--- src/rtl/midi_track_event_encoder_core_assert.svh ---
// ----------------------------------------------------------------------------
// MIDI track event encoder: assertion macros
// Clocked on i_clk, disabled while i_rst_n is low.
// ----------------------------------------------------------------------------
`ifndef MIDI_TRACK_EVENT_ENCODER_CORE_ASSERT_SVH
`define MIDI_TRACK_EVENT_ENCODER_CORE_ASSERT_SVH

// same-cycle implication
`define MTE_ASSERT_NOW(label, ante, cons) \
    label: assert property (@(posedge i_clk) disable iff (!i_rst_n) \
        (ante) |-> (cons)) else $error("mte assertion failed");

// next-cycle implication
`define MTE_ASSERT_NEXT(label, ante, cons) \
    label: assert property (@(posedge i_clk) disable iff (!i_rst_n) \
        (ante) |=> (cons)) else $error("mte assertion failed");

`endif

--- src/rtl/mte_pkg.sv ---
// ----------------------------------------------------------------------------
// mte_pkg
// Shared constants and types of the MIDI track event encoder.
// ----------------------------------------------------------------------------
package mte_pkg;

    localparam int TIME_W     = 32;
    localparam int FRAC_W     = 16;
    localparam int TPS_W      = 15;               // ticks per second up to 32767
    localparam int PROD_W     = TIME_W + TPS_W;
    localparam int DELTA_W    = 28;               // four VLQ groups
    localparam int GROUP_W    = 7;
    localparam int MAX_BYTES  = 7;
    localparam int CNT_W      = 3;
    localparam int TICKS_PER_SECOND_DEF = 480;

    localparam logic FUNC_NOTE = 1'b0;
    localparam logic FUNC_EOT  = 1'b1;

    localparam logic KIND_OFF = 1'b0;
    localparam logic KIND_ON  = 1'b1;

    localparam logic [3:0] STATUS_NOTE_ON_HI  = 4'h9;
    localparam logic [3:0] STATUS_NOTE_OFF_HI = 4'h8;

    localparam logic [7:0] EOT_DELTA  = 8'h00;
    localparam logic [7:0] EOT_META   = 8'hFF;
    localparam logic [7:0] EOT_TYPE   = 8'h2F;
    localparam logic [7:0] EOT_LENGTH = 8'h00;

    localparam logic [CNT_W-1:0] EOT_BYTES = 3'd4;

    typedef struct packed {
        logic       func;
        logic       kind;
        logic [3:0] chan;
        logic [6:0] note;
        logic [6:0] vel;
    } t_evt;

    typedef struct packed {
        t_evt              evt;
        logic [PROD_W-1:0] product;
    } t_mul_req;

    typedef struct packed {
        logic [MAX_BYTES-1:0][7:0] bytes;   // bytes[0] goes out first
        logic [CNT_W-1:0]          count;
    } t_ser_load;

endpackage

--- src/rtl/midi_track_event_encoder_core.sv ---
// ----------------------------------------------------------------------------
// midi_track_event_encoder_core
// Note events and end-of-track requests in, MIDI track byte stream out.
// ----------------------------------------------------------------------------
// Input channel (i_valid/o_ready): one request per handshake, a note event
// with its time stamp or an end-of-track marker. Output channel
// (o_valid/i_ready): one track byte per handshake, o_last_byte marks the
// final byte of a request.
// Config: i_cfg_we writes i_cfg_wdata into the record enable; note events
// are dropped without output while it is clear. End of track always emits.
// Path: an accepted request goes through the input register and the
// multiply register, then the shifter load presents its first byte.
// Throughput: one output byte per cycle while i_ready is high; a note is
// 4 to 7 bytes (1 to 4 delta bytes plus status, note, velocity), end of
// track 4 bytes; a dropped note gives no bytes. The output shifter sets the
// pace; the next request loads as the last byte of the previous one leaves.
// Reset: clears the record enable, the previous time and all valid flags.
// Stall: while i_ready is low the output byte holds; the two front stages
// fill and then o_ready drops.
// ----------------------------------------------------------------------------
module midi_track_event_encoder_core
    import mte_pkg::*;
#(
    parameter int TICKS_PER_SECOND = TICKS_PER_SECOND_DEF
) (
    input  logic              i_clk,
    input  logic              i_rst_n,
    input  logic              i_cfg_we,
    input  logic              i_cfg_wdata,
    input  logic              i_valid,
    output logic              o_ready,
    input  logic              i_func,
    input  logic [TIME_W-1:0] i_event_time,
    input  logic              i_note_kind,
    input  logic [3:0]        i_midi_channel,
    input  logic [6:0]        i_note_number,
    input  logic [6:0]        i_note_velocity,
    output logic              o_valid,
    input  logic              i_ready,
    output logic [7:0]        o_out_byte,
    output logic              o_last_byte
);

    t_evt      evt;
    t_mul_req  mul_req;
    t_ser_load ser_load;
    logic      mul_valid;
    logic      mul_ready;

    assign evt.func = i_func;
    assign evt.kind = i_note_kind;
    assign evt.chan = i_midi_channel;
    assign evt.note = i_note_number;
    assign evt.vel  = i_note_velocity;

    mte_front #(
        .TICKS_PER_SECOND (TICKS_PER_SECOND)
    ) u_front (
        .i_clk        (i_clk),
        .i_rst_n      (i_rst_n),
        .i_cfg_we     (i_cfg_we),
        .i_cfg_wdata  (i_cfg_wdata),
        .i_valid      (i_valid),
        .o_ready      (o_ready),
        .i_evt        (evt),
        .i_event_time (i_event_time),
        .o_valid      (mul_valid),
        .i_ready      (mul_ready),
        .o_req        (mul_req)
    );

    mte_pack u_pack (
        .i_req  (mul_req),
        .o_load (ser_load)
    );

    mte_ser u_ser (
        .i_clk        (i_clk),
        .i_rst_n      (i_rst_n),
        .i_load_valid (mul_valid),
        .o_load_ready (mul_ready),
        .i_load       (ser_load),
        .o_valid      (o_valid),
        .i_ready      (i_ready),
        .o_out_byte   (o_out_byte),
        .o_last_byte  (o_last_byte)
    );

endmodule

--- src/rtl/mte_front.sv ---
// ----------------------------------------------------------------------------
// mte_front
// Input register, previous-time state, clamped delta and tick multiply.
// ----------------------------------------------------------------------------
module mte_front
    import mte_pkg::*;
#(
    parameter int TICKS_PER_SECOND = TICKS_PER_SECOND_DEF
) (
    input  logic              i_clk,
    input  logic              i_rst_n,
    input  logic              i_cfg_we,
    input  logic              i_cfg_wdata,
    input  logic              i_valid,
    output logic              o_ready,
    input  t_evt              i_evt,
    input  logic [TIME_W-1:0] i_event_time,
    output logic              o_valid,
    input  logic              i_ready,
    output t_mul_req          o_req
);

    localparam logic [TPS_W-1:0] TPS_VAL = TPS_W'(TICKS_PER_SECOND);

    logic              r_rec_en;
    logic [TIME_W-1:0] r_prev_time;
    logic              r_s1_valid;
    t_evt              r_s1_evt;
    logic [TIME_W-1:0] r_s1_diff;
    logic              r_s2_valid;
    t_evt              r_s2_evt;
    logic [PROD_W-1:0] r_s2_prod;

    logic              accept;
    logic              drop;
    logic              s2_take;
    logic              s1_move;
    logic [TIME_W:0]   sub;
    logic [TIME_W-1:0] n_s1_diff;
    logic [TIME_W-1:0] n_prev_time;
    logic [PROD_W-1:0] n_s2_prod;

    assign s2_take = !r_s2_valid || i_ready;
    assign s1_move = r_s1_valid && s2_take;
    assign o_ready = !r_s1_valid || s2_take;
    assign accept  = i_valid && o_ready;
    assign drop    = (i_evt.func == FUNC_NOTE) && !r_rec_en;

    // borrow out means time went backwards: clamp to zero
    assign sub       = {1'b0, i_event_time} - {1'b0, r_prev_time};
    assign n_s1_diff = sub[TIME_W] ? '0 : sub[TIME_W-1:0];

    always_comb begin
        n_prev_time = r_prev_time;
        if (accept) begin
            if (i_evt.func == FUNC_EOT) begin
                n_prev_time = '0;
            end else if (r_rec_en) begin
                n_prev_time = i_event_time;
            end
        end
    end

    assign n_s2_prod = {{TPS_W{1'b0}}, r_s1_diff} * {{TIME_W{1'b0}}, TPS_VAL};

    always_ff @(posedge i_clk) begin
        if (!i_rst_n) begin
            r_rec_en    <= 1'b0;
            r_prev_time <= '0;
            r_s1_valid  <= 1'b0;
            r_s2_valid  <= 1'b0;
        end else begin
            if (i_cfg_we) begin
                r_rec_en <= i_cfg_wdata;
            end
            r_prev_time <= n_prev_time;
            if (accept) begin
                r_s1_valid <= !drop;
            end else if (s1_move) begin
                r_s1_valid <= 1'b0;
            end
            if (s2_take) begin
                r_s2_valid <= r_s1_valid;
            end
        end
    end

    always_ff @(posedge i_clk) begin
        if (accept) begin
            r_s1_evt  <= i_evt;
            r_s1_diff <= n_s1_diff;
        end
        if (s1_move) begin
            r_s2_evt  <= r_s1_evt;
            r_s2_prod <= n_s2_prod;
        end
    end

    assign o_valid       = r_s2_valid;
    assign o_req.evt     = r_s2_evt;
    assign o_req.product = r_s2_prod;

`include "midi_track_event_encoder_core_assert.svh"

    `MTE_ASSERT_NEXT(a_eot_clears_time, accept && (i_evt.func == FUNC_EOT), r_prev_time == '0)
    `MTE_ASSERT_NEXT(a_drop_keeps_state, accept && drop, !r_s1_valid && $stable(r_prev_time))
    `MTE_ASSERT_NEXT(a_s2_holds_on_stall, r_s2_valid && !i_ready, r_s2_valid)

endmodule

--- src/rtl/mte_pack.sv ---
// ----------------------------------------------------------------------------
// mte_pack
// Tick saturation, VLQ split and byte list assembly for one request.
// ----------------------------------------------------------------------------
module mte_pack
    import mte_pkg::*;
(
    input  t_mul_req  i_req,
    output t_ser_load o_load
);

    logic                 sat;
    logic [DELTA_W-1:0]   ticks;
    logic [GROUP_W-1:0]   g0;
    logic [GROUP_W-1:0]   g1;
    logic [GROUP_W-1:0]   g2;
    logic [GROUP_W-1:0]   g3;
    logic [1:0]           top_group;
    logic [7:0]           status;
    logic [7:0]           note_b;
    logic [7:0]           vel_b;

    // product >> FRAC_W above DELTA_W bits saturates
    assign sat   = |i_req.product[PROD_W-1:FRAC_W+DELTA_W];
    assign ticks = sat ? '1 : i_req.product[FRAC_W+DELTA_W-1:FRAC_W];

    assign g0 = ticks[6:0];
    assign g1 = ticks[13:7];
    assign g2 = ticks[20:14];
    assign g3 = ticks[27:21];

    always_comb begin
        if (g3 != '0) begin
            top_group = 2'd3;
        end else if (g2 != '0) begin
            top_group = 2'd2;
        end else if (g1 != '0) begin
            top_group = 2'd1;
        end else begin
            top_group = 2'd0;
        end
    end

    assign status = {(i_req.evt.kind == KIND_ON) ? STATUS_NOTE_ON_HI : STATUS_NOTE_OFF_HI,
                     i_req.evt.chan};
    assign note_b = {1'b0, i_req.evt.note};
    assign vel_b  = (i_req.evt.kind == KIND_ON) ? {1'b0, i_req.evt.vel} : 8'h00;

    always_comb begin
        o_load.bytes = '0;
        o_load.count = EOT_BYTES;
        if (i_req.evt.func == FUNC_EOT) begin
            o_load.bytes[0] = EOT_DELTA;
            o_load.bytes[1] = EOT_META;
            o_load.bytes[2] = EOT_TYPE;
            o_load.bytes[3] = EOT_LENGTH;
        end else begin
            case (top_group)
                2'd3: begin
                    o_load.bytes[0] = {1'b1, g3};
                    o_load.bytes[1] = {1'b1, g2};
                    o_load.bytes[2] = {1'b1, g1};
                    o_load.bytes[3] = {1'b0, g0};
                    o_load.bytes[4] = status;
                    o_load.bytes[5] = note_b;
                    o_load.bytes[6] = vel_b;
                    o_load.count    = 3'd7;
                end
                2'd2: begin
                    o_load.bytes[0] = {1'b1, g2};
                    o_load.bytes[1] = {1'b1, g1};
                    o_load.bytes[2] = {1'b0, g0};
                    o_load.bytes[3] = status;
                    o_load.bytes[4] = note_b;
                    o_load.bytes[5] = vel_b;
                    o_load.count    = 3'd6;
                end
                2'd1: begin
                    o_load.bytes[0] = {1'b1, g1};
                    o_load.bytes[1] = {1'b0, g0};
                    o_load.bytes[2] = status;
                    o_load.bytes[3] = note_b;
                    o_load.bytes[4] = vel_b;
                    o_load.count    = 3'd5;
                end
                default: begin
                    o_load.bytes[0] = {1'b0, g0};
                    o_load.bytes[1] = status;
                    o_load.bytes[2] = note_b;
                    o_load.bytes[3] = vel_b;
                    o_load.count    = 3'd4;
                end
            endcase
        end
    end

endmodule

--- src/rtl/mte_ser.sv ---
// ----------------------------------------------------------------------------
// mte_ser
// Output byte shifter: sends a loaded byte list one byte per request.
// ----------------------------------------------------------------------------
module mte_ser
    import mte_pkg::*;
(
    input  logic       i_clk,
    input  logic       i_rst_n,
    input  logic       i_load_valid,
    output logic       o_load_ready,
    input  t_ser_load  i_load,
    output logic       o_valid,
    input  logic       i_ready,
    output logic [7:0] o_out_byte,
    output logic       o_last_byte
);

    logic                      r_valid;
    logic [CNT_W-1:0]          r_left;
    logic [MAX_BYTES-1:0][7:0] r_bytes;

    logic send;
    logic load;

    assign send         = r_valid && i_ready;
    assign o_last_byte  = (r_left == CNT_W'(1));
    // next list loads as the last byte of the current one leaves
    assign o_load_ready = !r_valid || (i_ready && o_last_byte);
    assign load         = i_load_valid && o_load_ready;

    always_ff @(posedge i_clk) begin
        if (!i_rst_n) begin
            r_valid <= 1'b0;
            r_left  <= '0;
        end else begin
            if (load) begin
                r_valid <= 1'b1;
                r_left  <= i_load.count;
            end else if (send) begin
                r_valid <= !o_last_byte;
                r_left  <= r_left - CNT_W'(1);
            end
        end
    end

    always_ff @(posedge i_clk) begin
        if (load) begin
            r_bytes <= i_load.bytes;
        end else if (send) begin
            r_bytes <= r_bytes >> 8;
        end
    end

    assign o_valid    = r_valid;
    assign o_out_byte = r_bytes[0];

`include "midi_track_event_encoder_core_assert.svh"

    `MTE_ASSERT_NOW(a_left_in_range, r_valid, (r_left != '0) && (r_left <= CNT_W'(MAX_BYTES)))
    `MTE_ASSERT_NOW(a_load_count, load, (i_load.count >= EOT_BYTES) && (i_load.count <= CNT_W'(MAX_BYTES)))
    `MTE_ASSERT_NEXT(a_item_continues, send && !o_last_byte, r_valid)

endmodule
--- config.mk ---
export PLATFORM = sky130hd
export DESIGN_NAME = midi_track_event_encoder_core
export DESIGN_NICKNAME = d
export VERILOG_FILES = /design/src/rtl/mte_pkg.sv /design/src/rtl/midi_track_event_encoder_core.sv /design/src/rtl/mte_front.sv /design/src/rtl/mte_pack.sv /design/src/rtl/mte_ser.sv
export VERILOG_INCLUDE_DIRS = /design/src /design/src/rtl
export SDC_FILE = /design/constraint.sdc
export NUM_CORES = 1
export LEC_CHECK = 0
export ABC_AREA = 1
export BUFFER_PORTS_ARGS = -buffer_cell sky130_fd_sc_hd__buf_2
export CORE_MARGIN = 8
export CORE_UTILIZATION = 41
export DETAILED_ROUTE_END_ITERATION = 7
export PLACE_DENSITY = 0.68
export SLEW_MARGIN = 10
export SYNTH_ARGS = -nofsm -noshare
export SYNTH_HDL_FRONTEND = slang
export SYNTH_HIERARCHICAL = 1
export SYNTH_SLANG_ARGS = --single-unit
--- constraint.sdc ---
create_clock -name i_clk -period 6.8 [get_ports i_clk]
set_input_delay 1.36 -clock i_clk [delete_from_list [all_inputs] [get_ports i_clk]]
set_output_delay 1.36 -clock i_clk [all_outputs]
set_load 0.01 [all_outputs]
==> run_results.csv, run 1 <==
group,metric,value,unit
place,dp.cells,2575,
pwr,power_frac_seq,28.5,%
route,vias_per_cell,4.858,
layout,multi_input_area,8051,µm²
timing,max_freq,254.6,MHz
critical_path,worstSetupStartpointType,"primary input",
place,port_buffers,68,
clock_network,holdBufCountCts,0,
global_routing,antenna_found_initial,1,
layout,antennaDiodeCount,0,
die,core_area,37310,µm²
global_routing,grt_pass1_wl,61150,µm
route,wl,36530,µm
route,drc_errors,0,
critical_path,critPathRequiredTime,5440,ps
timing,tns,0,ps
critical_path,crit_chain,"buf_2 > nand3_2 > nand2_4 > inv_1 > nand3_1 > buf_2",
global_routing,grt_max_degree,64,
pwr,p_comb_share,51.7,%
place,place_congestion,0.9345,
global_routing,overflow,0,
critical_path,criticalPathCategory,"in2out",
status,status,"completed",
die,num_rows,71,
critical_path,crit_fanout,54,
die,fp.dieW,209.6,µm
layout,layout.nets,2313,
route,vias,12670,
global_routing,grt_pass1_vias,12450,
synth,yosys_warnings,6,
pwr,ir_worst_vdd,0.2600,mV
clock_network,cts_buffer_depth,2,
clock_network,clk_pin_slew_worst_paths,80,ps
pwr,pwr-share-clk,19.8,%
critical_path,path_common_cell,"buf_2",
clock_network,numCtsBuffers,17,
pwr,p_leak,8.229,nW
clock_network,ctsResizeCount,0,
layout,drive_above_1_share,8.251,%
timing,finalHoldViolations,0,
layout,nFillCells,3795,
clock_network,cts_htree_levels,4,
layout,final_cell_mix,"nand2_1, inv_1, nor2_1",
timing,setup_viol,0,
clock_network,cts_tree,"yes",
min_path,holdPathStages,0,
critical_path,crit_slowest_cell,"nand2_4",
critical_path,reg2regPathDepth,13,
die,start_util,41.17,%
timing,min_period,3927,ps
flow_run,maxCapViolCount,0,
layout,seq_area,5376,µm²
route,wl_per_cell,14.01,µm
timing,worstMarginPinSlew,1141,ps
synth,postSynthCellCount,2091,
pwr,p_int,3.100,mW
pwr,p_switching,2.467,mW
min_path,hold_class,"reg2reg",
timing,rsz0062_at_grt,"false",
critical_path,crit_arrival,2570,ps
layout,final_common_cell,"nand2_1",
layout,instances_no_fill,2607,
pwr,switching_share,44.31,%
route,ant_nets,0,
die,dieArea,43920,µm²
route,firstDrtPassIters,5,
clock_network,root_buffer,"clkbuf_16",
timing,slew_violations,0,
clock_network,cts_setup_buffers,0,
die,ios,69,
clock_network,clk-insertion-delay-late,470,ps
critical_path,cpPeakStageDelay,450,ps
layout,area_delta_synth_final,8.211,%
global_routing,grt_usage,17.00,%
synth,avgSynthCellArea,7.346,µm²
clock_network,clock-sinks,192,
timing,relSlewSlack,23.70,%
pwr,power_density,334.9,nW/µm²
synth,netlist_area,15360,µm²
timing,fin_crit_sh,57.76,%
timing,skew,12.93,ps
critical_path,endpoint_kind,"output pin",
route,drtIter0Drc,897,
place,hpwl,28220,µm
die,die-height,209.6,µm
-- registers in the layout (all words and copies together), names as in the netlist --
| signal | flops |
|---|---|
| u_front/r_s1_evt | 20 |
| u_ser/r_bytes | 48 |
| u_front/r_rec_en | 1 |
| u_front/o_req | 20 |
| u_front/r_s2_prod | 25 |
| u_front/r_prev_time | 32 |
| u_ser/r_left | 3 |
| u_front/o_valid | 1 |
| u_front/r_s1_valid | 1 |
| u_ser/o_valid | 1 |
| u_ser/o_out_byte | 8 |
| u_front/r_s1_diff | 32 |
-- critical path: cells and delay by family --
family / cells / cell delay, ps
simple gates: 3 / 700
buf+inv: 3 / 470
-- layer usage --
metal	global-route usage [%]	wire length [µm]
met4	7.315	1270
met5	0	0
met3	2.760	1636
met1	21.69	16460
met2	28.24	17160
-- power groups by stage --
stage | combinational [mW] | clock, mW | sequential [mW]
5_1_grt | 3.33 | 1.16 | 1.60
3_5_place_dp | 2.86 | 0 | 1.62
3_3_place_gp | 2.83 | 0 | 1.62
6_report | 2.88 | 1.10 | 1.59
2_1_floorplan | 2.19 | 0 | 1.59
4_1_cts | 2.88 | 1.13 | 1.59
-- cell type report --
type	count	area share (%)
repair buffers	74	2.318
clock buffers	17	2.559
inverters	419	9.469
clock inverters	15	1.302
multi-input cells	1416	48.44
flip-flops and latches	192	32.34
well taps	474	3.568
-- per-stage QoR --
step / worst slack, ps / util [%] / hold WS, ps / instance area (µm²) / total power [mW]
floorplan: 2330 / - / 400.3 / 15380 / 3.773
global placement: 2691 / 42.83 / 401.9 / 15980 / 4.446
detailed placement: 2562 / 42.83 / 404.5 / 15980 / 4.480
CTS: 2866 / 44.55 / 415.4 / 16620 / 5.601
global route: 2756 / 44.55 / 427.8 / 16620 / 6.096
finish: 2873 / 44.55 / 416.8 / 16620 / 5.567
-- worst paths after layout --
check	start	endpoint	slack, ps
min	u_front/r_s1_evt[4]	u_front/o_req[51]	420
min reg2reg	u_front/r_s1_evt[4]	u_front/o_req[51]	420
max reg2reg	u_ser/r_left[1]	u_front/r_prev_time[2]	3450
max	i_ready	o_ready	2870
Power figures use the tool's default switching activity.
==> run 2: changes to the inputs <==
==> constraint.sdc (replaced) <==
create_clock -name i_clk -period 3.65 [get_ports i_clk]
set_input_delay 0.73 -clock i_clk [delete_from_list [all_inputs] [get_ports i_clk]]
set_output_delay 0.73 -clock i_clk [all_outputs]
set_load 0.01 [all_outputs]
==> run_results.csv, run 2 (synthesis gave the netlist of run 1 again) <==
group,metric,value,unit
critical_path,crit_chain,"inv_1 > fa_1 > fa_1 > inv_1 > ha_1 > inv_1 > o21ai_0 > a21oi_1 > nand2_1 > a21oi_1 > nand2_1 > nand2_1 > nand2_1",
critical_path,crit_start,"u_front/r_s1_diff[29]",
timing,finalHoldViolations,0,
layout,instances_no_fill,2614,
pwr,p_leak,8.254,nW
route,ant_nets,0,
pwr,ir_worst_vdd,0.4646,mV
place,dp.cells,2582,
die,dieArea,43920,µm²
timing,max_freq,301.8,MHz
timing,rsz0062_at_grt,"false",
die,num_rows,71,
global_routing,grt_usage,17.58,%
route,firstDrtPassIters,5,
pwr,p_switching,4.782,mW
route,wl,37710,µm
global_routing,grt_max_degree,54,
place,pre_cts_ws,311.4,ps
critical_path,cpPeakStageDelay,510,ps
clock_network,cts_setup_buffers,0,
critical_path,path_common_cell,"nand2_1",
pwr,p_int,5.611,mW
route,drtIter0Drc,834,
layout,largest-register,"u_ser/r_bytes",
route,vias_per_cell,4.858,
place,hpwl,29650,µm
layout,final_cell_mix,"nand2_1, inv_1, nor2_1",
place,port_buffers,68,
timing,setup_viol,0,
die,core_area,37310,µm²
place,place_congestion,0.9550,
min_path,worstHoldStart,"u_front/r_s1_evt[4]",
layout,largest_register_ffs,48,
clock_network,holdBufCountCts,0,
clock_network,clk-insertion-delay-late,470,ps
die,die-height,209.6,µm
global_routing,grt_pass1_wl,63210,µm
layout,reg_top3,"u_ser/r_bytes (48), u_front/r_prev_time (32), u_front/r_s1_diff (32)",
route,drc_errors,0,
critical_path,critPathRequiredTime,3880,ps
timing,fin_crit_sh,90.79,%
route,vias,12700,
timing,setup_ws,336.2,ps
pwr,switching_share,46.01,%
clock_network,numCtsBuffers,17,
die,ios,69,
clock_network,clk_pin_slew_worst_paths,90,ps
pwr,p_total,10.39,mW
min_path,hold_class,"reg2reg",
timing,min_period,3314,ps
clock_network,cts_htree_levels,4,
timing,tns,0,ps
global_routing,grt_pass1_vias,12640,
pwr,pwr-share-clk,18.6,%
clock_network,root_buffer,"clkbuf_16",
critical_path,rr_startpoint,"u_front/r_s1_diff[29]",
clock_network,cts_tree,"yes",
status,status,"completed",
clock_network,ctsResizeCount,0,
layout,final_common_cell,"nand2_1",
pwr,p_comb_share,52.8,%
layout,layout.nets,2320,
layout,area_delta_synth_final,8.667,%
clock_network,clock-sinks,192,
critical_path,endpoint_kind,"flip-flop",
flow_run,maxCapViolCount,0,
critical_path,criticalPathCategory,"reg2reg",
critical_path,crit_slowest_cell,"fa_1",
layout,drive_above_1_share,8.551,%
route,wl_per_cell,14.42,µm
timing,slew_violations,0,
timing,relSlewSlack,29.15,%
pwr,power_frac_seq,28.5,%
critical_path,crit_arrival,3540,ps
global_routing,overflow,0,
timing,worstMarginPinSlew,1062,ps
critical_path,worstSetupStartpointType,"flip-flop",
die,fp.dieW,209.6,µm
timing,skew,12.69,ps
layout,antennaDiodeCount,0,
die,start_util,41.17,%
critical_path,critPathBufInv,3,
critical_path,critPathTopFamily,"adder cells",
clock_network,cts_buffer_depth,2,
pwr,power_density,622.6,nW/µm²
global_routing,antenna_found_initial,0,
critical_path,crit_fanout,5,
layout,final_util,44.74,%
run 2: changes by cell type in the layout (fill, tap and decap cells not counted), sizes merged:
cell | previous run | this run
buf | 74 | 81
bufinv | 3 | 0
clkinv | 6 | 8
inv | 425 | 424
clkinvlp | 0 | 2
run 2: worst paths after layout:
kind	endpoint	cells after the start	slack, ps
min reg2reg	u_front/o_req[51]	0	420
max reg2reg	u_front/r_s2_prod[38]	13	340
min	u_front/o_req[51]	0	420
max	u_front/r_s2_prod[38]	13	340
run 2: final cells by class:
type                    count  area, µm²
repair buffers             81      488.0
fillers                  3861      20620
clock inverters            15      183.9
well taps                 474      593.1
clock buffers              17      425.4
inverters                 419       1574
flip-flops and latches    192       5376
multi-input cells        1416       8051
run 2: power groups by stage:
stage	clock, mW	combinational, mW	sequential, mW
detailed placement	0	5.49	3.02
global route	2.07	6.32	2.99
floorplan	0	4.07	2.95
global placement	0	5.46	3.02
finish	1.94	5.49	2.96
CTS	2.00	5.52	2.97
run 2: through the flow:
step,hold slack [ps],area (µm²)
finish,423.3,16690
global route,411.4,16690
CTS,412.0,16690
detailed placement,404.5,16080
global placement,402.3,16080
floorplan,400.3,15390
run 2: routing by layer:
metal	GRT usage, %	share of wire, %
met2	29.60	47
met3	2.745	4.5
met4	6.416	2.6
met5	0	0
met1	22.63	45
==> run 3: changes to the inputs <==
--- a/config.mk
+++ b/config.mk
@@ -9,9 +9,10 @@
 export ABC_AREA = 1
 export BUFFER_PORTS_ARGS = -buffer_cell sky130_fd_sc_hd__buf_2
 export CORE_MARGIN = 8
-export CORE_UTILIZATION = 41
+export CORE_UTILIZATION = 35
 export DETAILED_ROUTE_END_ITERATION = 7
-export PLACE_DENSITY = 0.68
+export PLACE_DENSITY = 0.61
+export RECOVER_POWER = 25
 export SLEW_MARGIN = 10
 export SYNTH_ARGS = -nofsm -noshare
 export SYNTH_HDL_FRONTEND = slang
==> run_results.csv, run 3 (synthesis gave the netlist of run 1 again) <==
group,metric,value,unit
status,status,"finished, violations left",
status,violations,"max-capacitance violations, max-slew violations",
timing,rsz0062_at_grt,"false",
critical_path,critPathRequiredTime,3870,ps
critical_path,endpoint_kind,"flip-flop",
critical_path,rr_startpoint,"u_front/r_s1_diff[17]",
timing,setup_ws,360.7,ps
layout,antennaDiodeCount,0,
die,ios,69,
critical_path,regToRegSetupSlack,360,ps
die,fp.dieW,225.5,µm
route,firstDrtPassIters,7,
min_path,worstHoldStart,"i_midi_channel[0]",
layout,final_cell_mix,"nand2_1, inv_1, nor2_1",
die,start_util,35.58,%
layout,largest_register_ffs,48,
layout,largest-register,"u_ser/r_bytes",
clock_network,clock-sinks,192,
critical_path,crit_chain,"inv_1 > fa_1 > fa_1 > inv_1 > ha_1 > nand2_1 > nor2_1 > inv_1 > nor3_1 > nand2_1 > nand2_1 > nand2_1 > nand3_1 > nand2_1",
layout,multi_input_area,8044,µm²
route,wl_per_cell,14.20,µm
timing,setup_viol,0,
global_routing,grt_max_degree,65,
place,place_congestion,0.9137,
layout,drive_above_1_share,7.717,%
layout,nFillCells,4578,
die,num_rows,76,
pwr,p_comb_share,52.8,%
critical_path,cpPeakStageDelay,520,ps
pwr,p_int,5.646,mW
timing,fin_crit_sh,90.12,%
pwr,power_frac_seq,28.5,%
route,wl,38660,µm
global_routing,overflow,0,
min_path,hold_end,"u_front/r_s1_evt[14]",
route,vias,12630,
route,drc_errors,0,
timing,min_period,3289,ps
clock_network,clk-insertion-delay-late,490,ps
layout,reg_top3,"u_ser/r_bytes (48), u_front/r_prev_time (32), u_front/r_s1_diff (32)",
flow_run,maxCapViolCount,1,
pwr,power_density,619.5,nW/µm²
clock_network,cts_setup_buffers,0,
route,drtIter0Drc,848,
place,port_buffers,68,
route,vias_per_cell,4.637,
clock_network,cts_buffer_depth,2,
critical_path,path_common_cell,"nand2_1",
global_routing,grt_pass1_wl,63990,µm
timing,skew,12.31,ps
global_routing,antenna_found_initial,1,
timing,max_freq,304.0,MHz
timing,relSlewSlack,-4.668,%
die,die-height,225.5,µm
timing,tns,0,ps
min_path,holdPathStages,1,
layout,final_common_cell,"nand2_1",
timing,worstMarginPinSlew,1570,ps
die,dieArea,50850,µm²
global_routing,grt_pass1_vias,12580,
layout,layout.nets,2318,
pwr,switching_share,45.56,%
clock_network,ctsResizeCount,0,
die,core_area,43170,µm²
timing,finalHoldViolations,0,
critical_path,crit_fanout,4,
critical_path,criticalPathCategory,"reg2reg",
min_path,hold_class,"in2reg",
pwr,ir_worst_vdd,0.4558,mV
timing,slew_violations,62,
pwr,p_leak,8.192,nW
layout,area_delta_synth_final,8.992,%
clock_network,cts_htree_levels,4,
pwr,pwr-share-clk,18.7,%
route,ant_nets,0,
clock_network,root_buffer,"clkbuf_16",
critical_path,timing.rr.end,"u_front/r_s2_prod[32]",
place,pre_cts_ws,317.9,ps
clock_network,cts_tree,"yes",
critical_path,reg2regPathDepth,14,
critical_path,worstSetupStartpointType,"flip-flop",
clock_network,clk_pin_slew_worst_paths,80,ps
clock_network,numCtsBuffers,17,
layout,seq_area,5375,µm²
critical_path,crit_slowest_cell,"fa_1",
critical_path,crit_arrival,3510,ps
clock_network,holdBufCountCts,0,
global_routing,grt_usage,15.71,%
place,hpwl,30450,µm
pwr,p_switching,4.726,mW
[run 3: changes by cell type in the layout (fill, tap and decap cells not counted), sizes merged]
cell      change
buf          -15
bufinv        +1
clkbuf       +14
clkinv        -2
clkinvlp      -1
inv           +1
[run 3: final cells by class]
cell class	instances	share of cell area [%]
Inverter	419	9.401
Timing Repair Buffer	79	2.496
Tap cell	585	4.372
Clock buffer	18	2.563
Clock inverter	14	1.016
Multi-Input combinational cell	1416	48.05
Sequential cell	192	32.11
[run 3: metrics by stage]
step | util, % | total power [mW] | area [µm²] | cells | hold WS (ps)
2_1_floorplan | - | 7.028 | 15390 | 2097 | 400.3
3_3_place_gp | 37.45 | 8.531 | 16170 | 2691 | 404.2
3_5_place_dp | 37.45 | 8.526 | 16170 | 2691 | 408.1
4_1_cts | 38.84 | 10.51 | 16770 | 2723 | 371.4
5_1_grt | 38.78 | 11.42 | 16740 | 2723 | 379.8
6_report | 38.78 | 10.37 | 16740 | 2723 | 410.9
[run 3: how the worst max path moves through the flow]
stage                          start  slack [ps]                 endpoint
6_report       u_front/r_s1_diff[17]         360    u_front/r_s2_prod[32]
5_1_grt        u_front/r_s1_diff[12]          90    u_front/r_s2_prod[39]
4_1_cts        u_front/r_s1_diff[17]         310    u_front/r_s2_prod[32]
3_5_place_dp   u_front/r_s1_diff[17]         320    u_front/r_s2_prod[32]
3_3_place_gp   u_front/r_s1_diff[16]         280    u_front/r_s2_prod[32]
2_1_floorplan                i_ready         350  u_front/r_prev_time[10]
[run 3: layer usage]
metal | global-route usage (%) | vias to the layer above | share of wire, %
li1 | - | 6565 | -
met1 | 19.80 | 5706 | 45
met2 | 26.03 | 294 | 47
met3 | 3.500 | 62 | 4.9
met4 | 5.975 | 0 | 3.1
met5 | 0 | - | 0
[run 3: critical path, delay by kind of cell, from the launching register on]
family        cells  cell delay (ps)
fa+ha+maj         3             1380
simple gates      8              950
flops             1              370
buf+inv           3              350
[run 3: power groups by stage]
stage          Clock (mW)  Sequential (mW)  Combinational, mW
2_1_floorplan           0             2.95               4.07
3_3_place_gp            0             3.01               5.52
3_5_place_dp            0             3.02               5.51
4_1_cts              2.01             2.97               5.54
5_1_grt              2.07             2.99               6.36
6_report             1.94             2.96               5.48
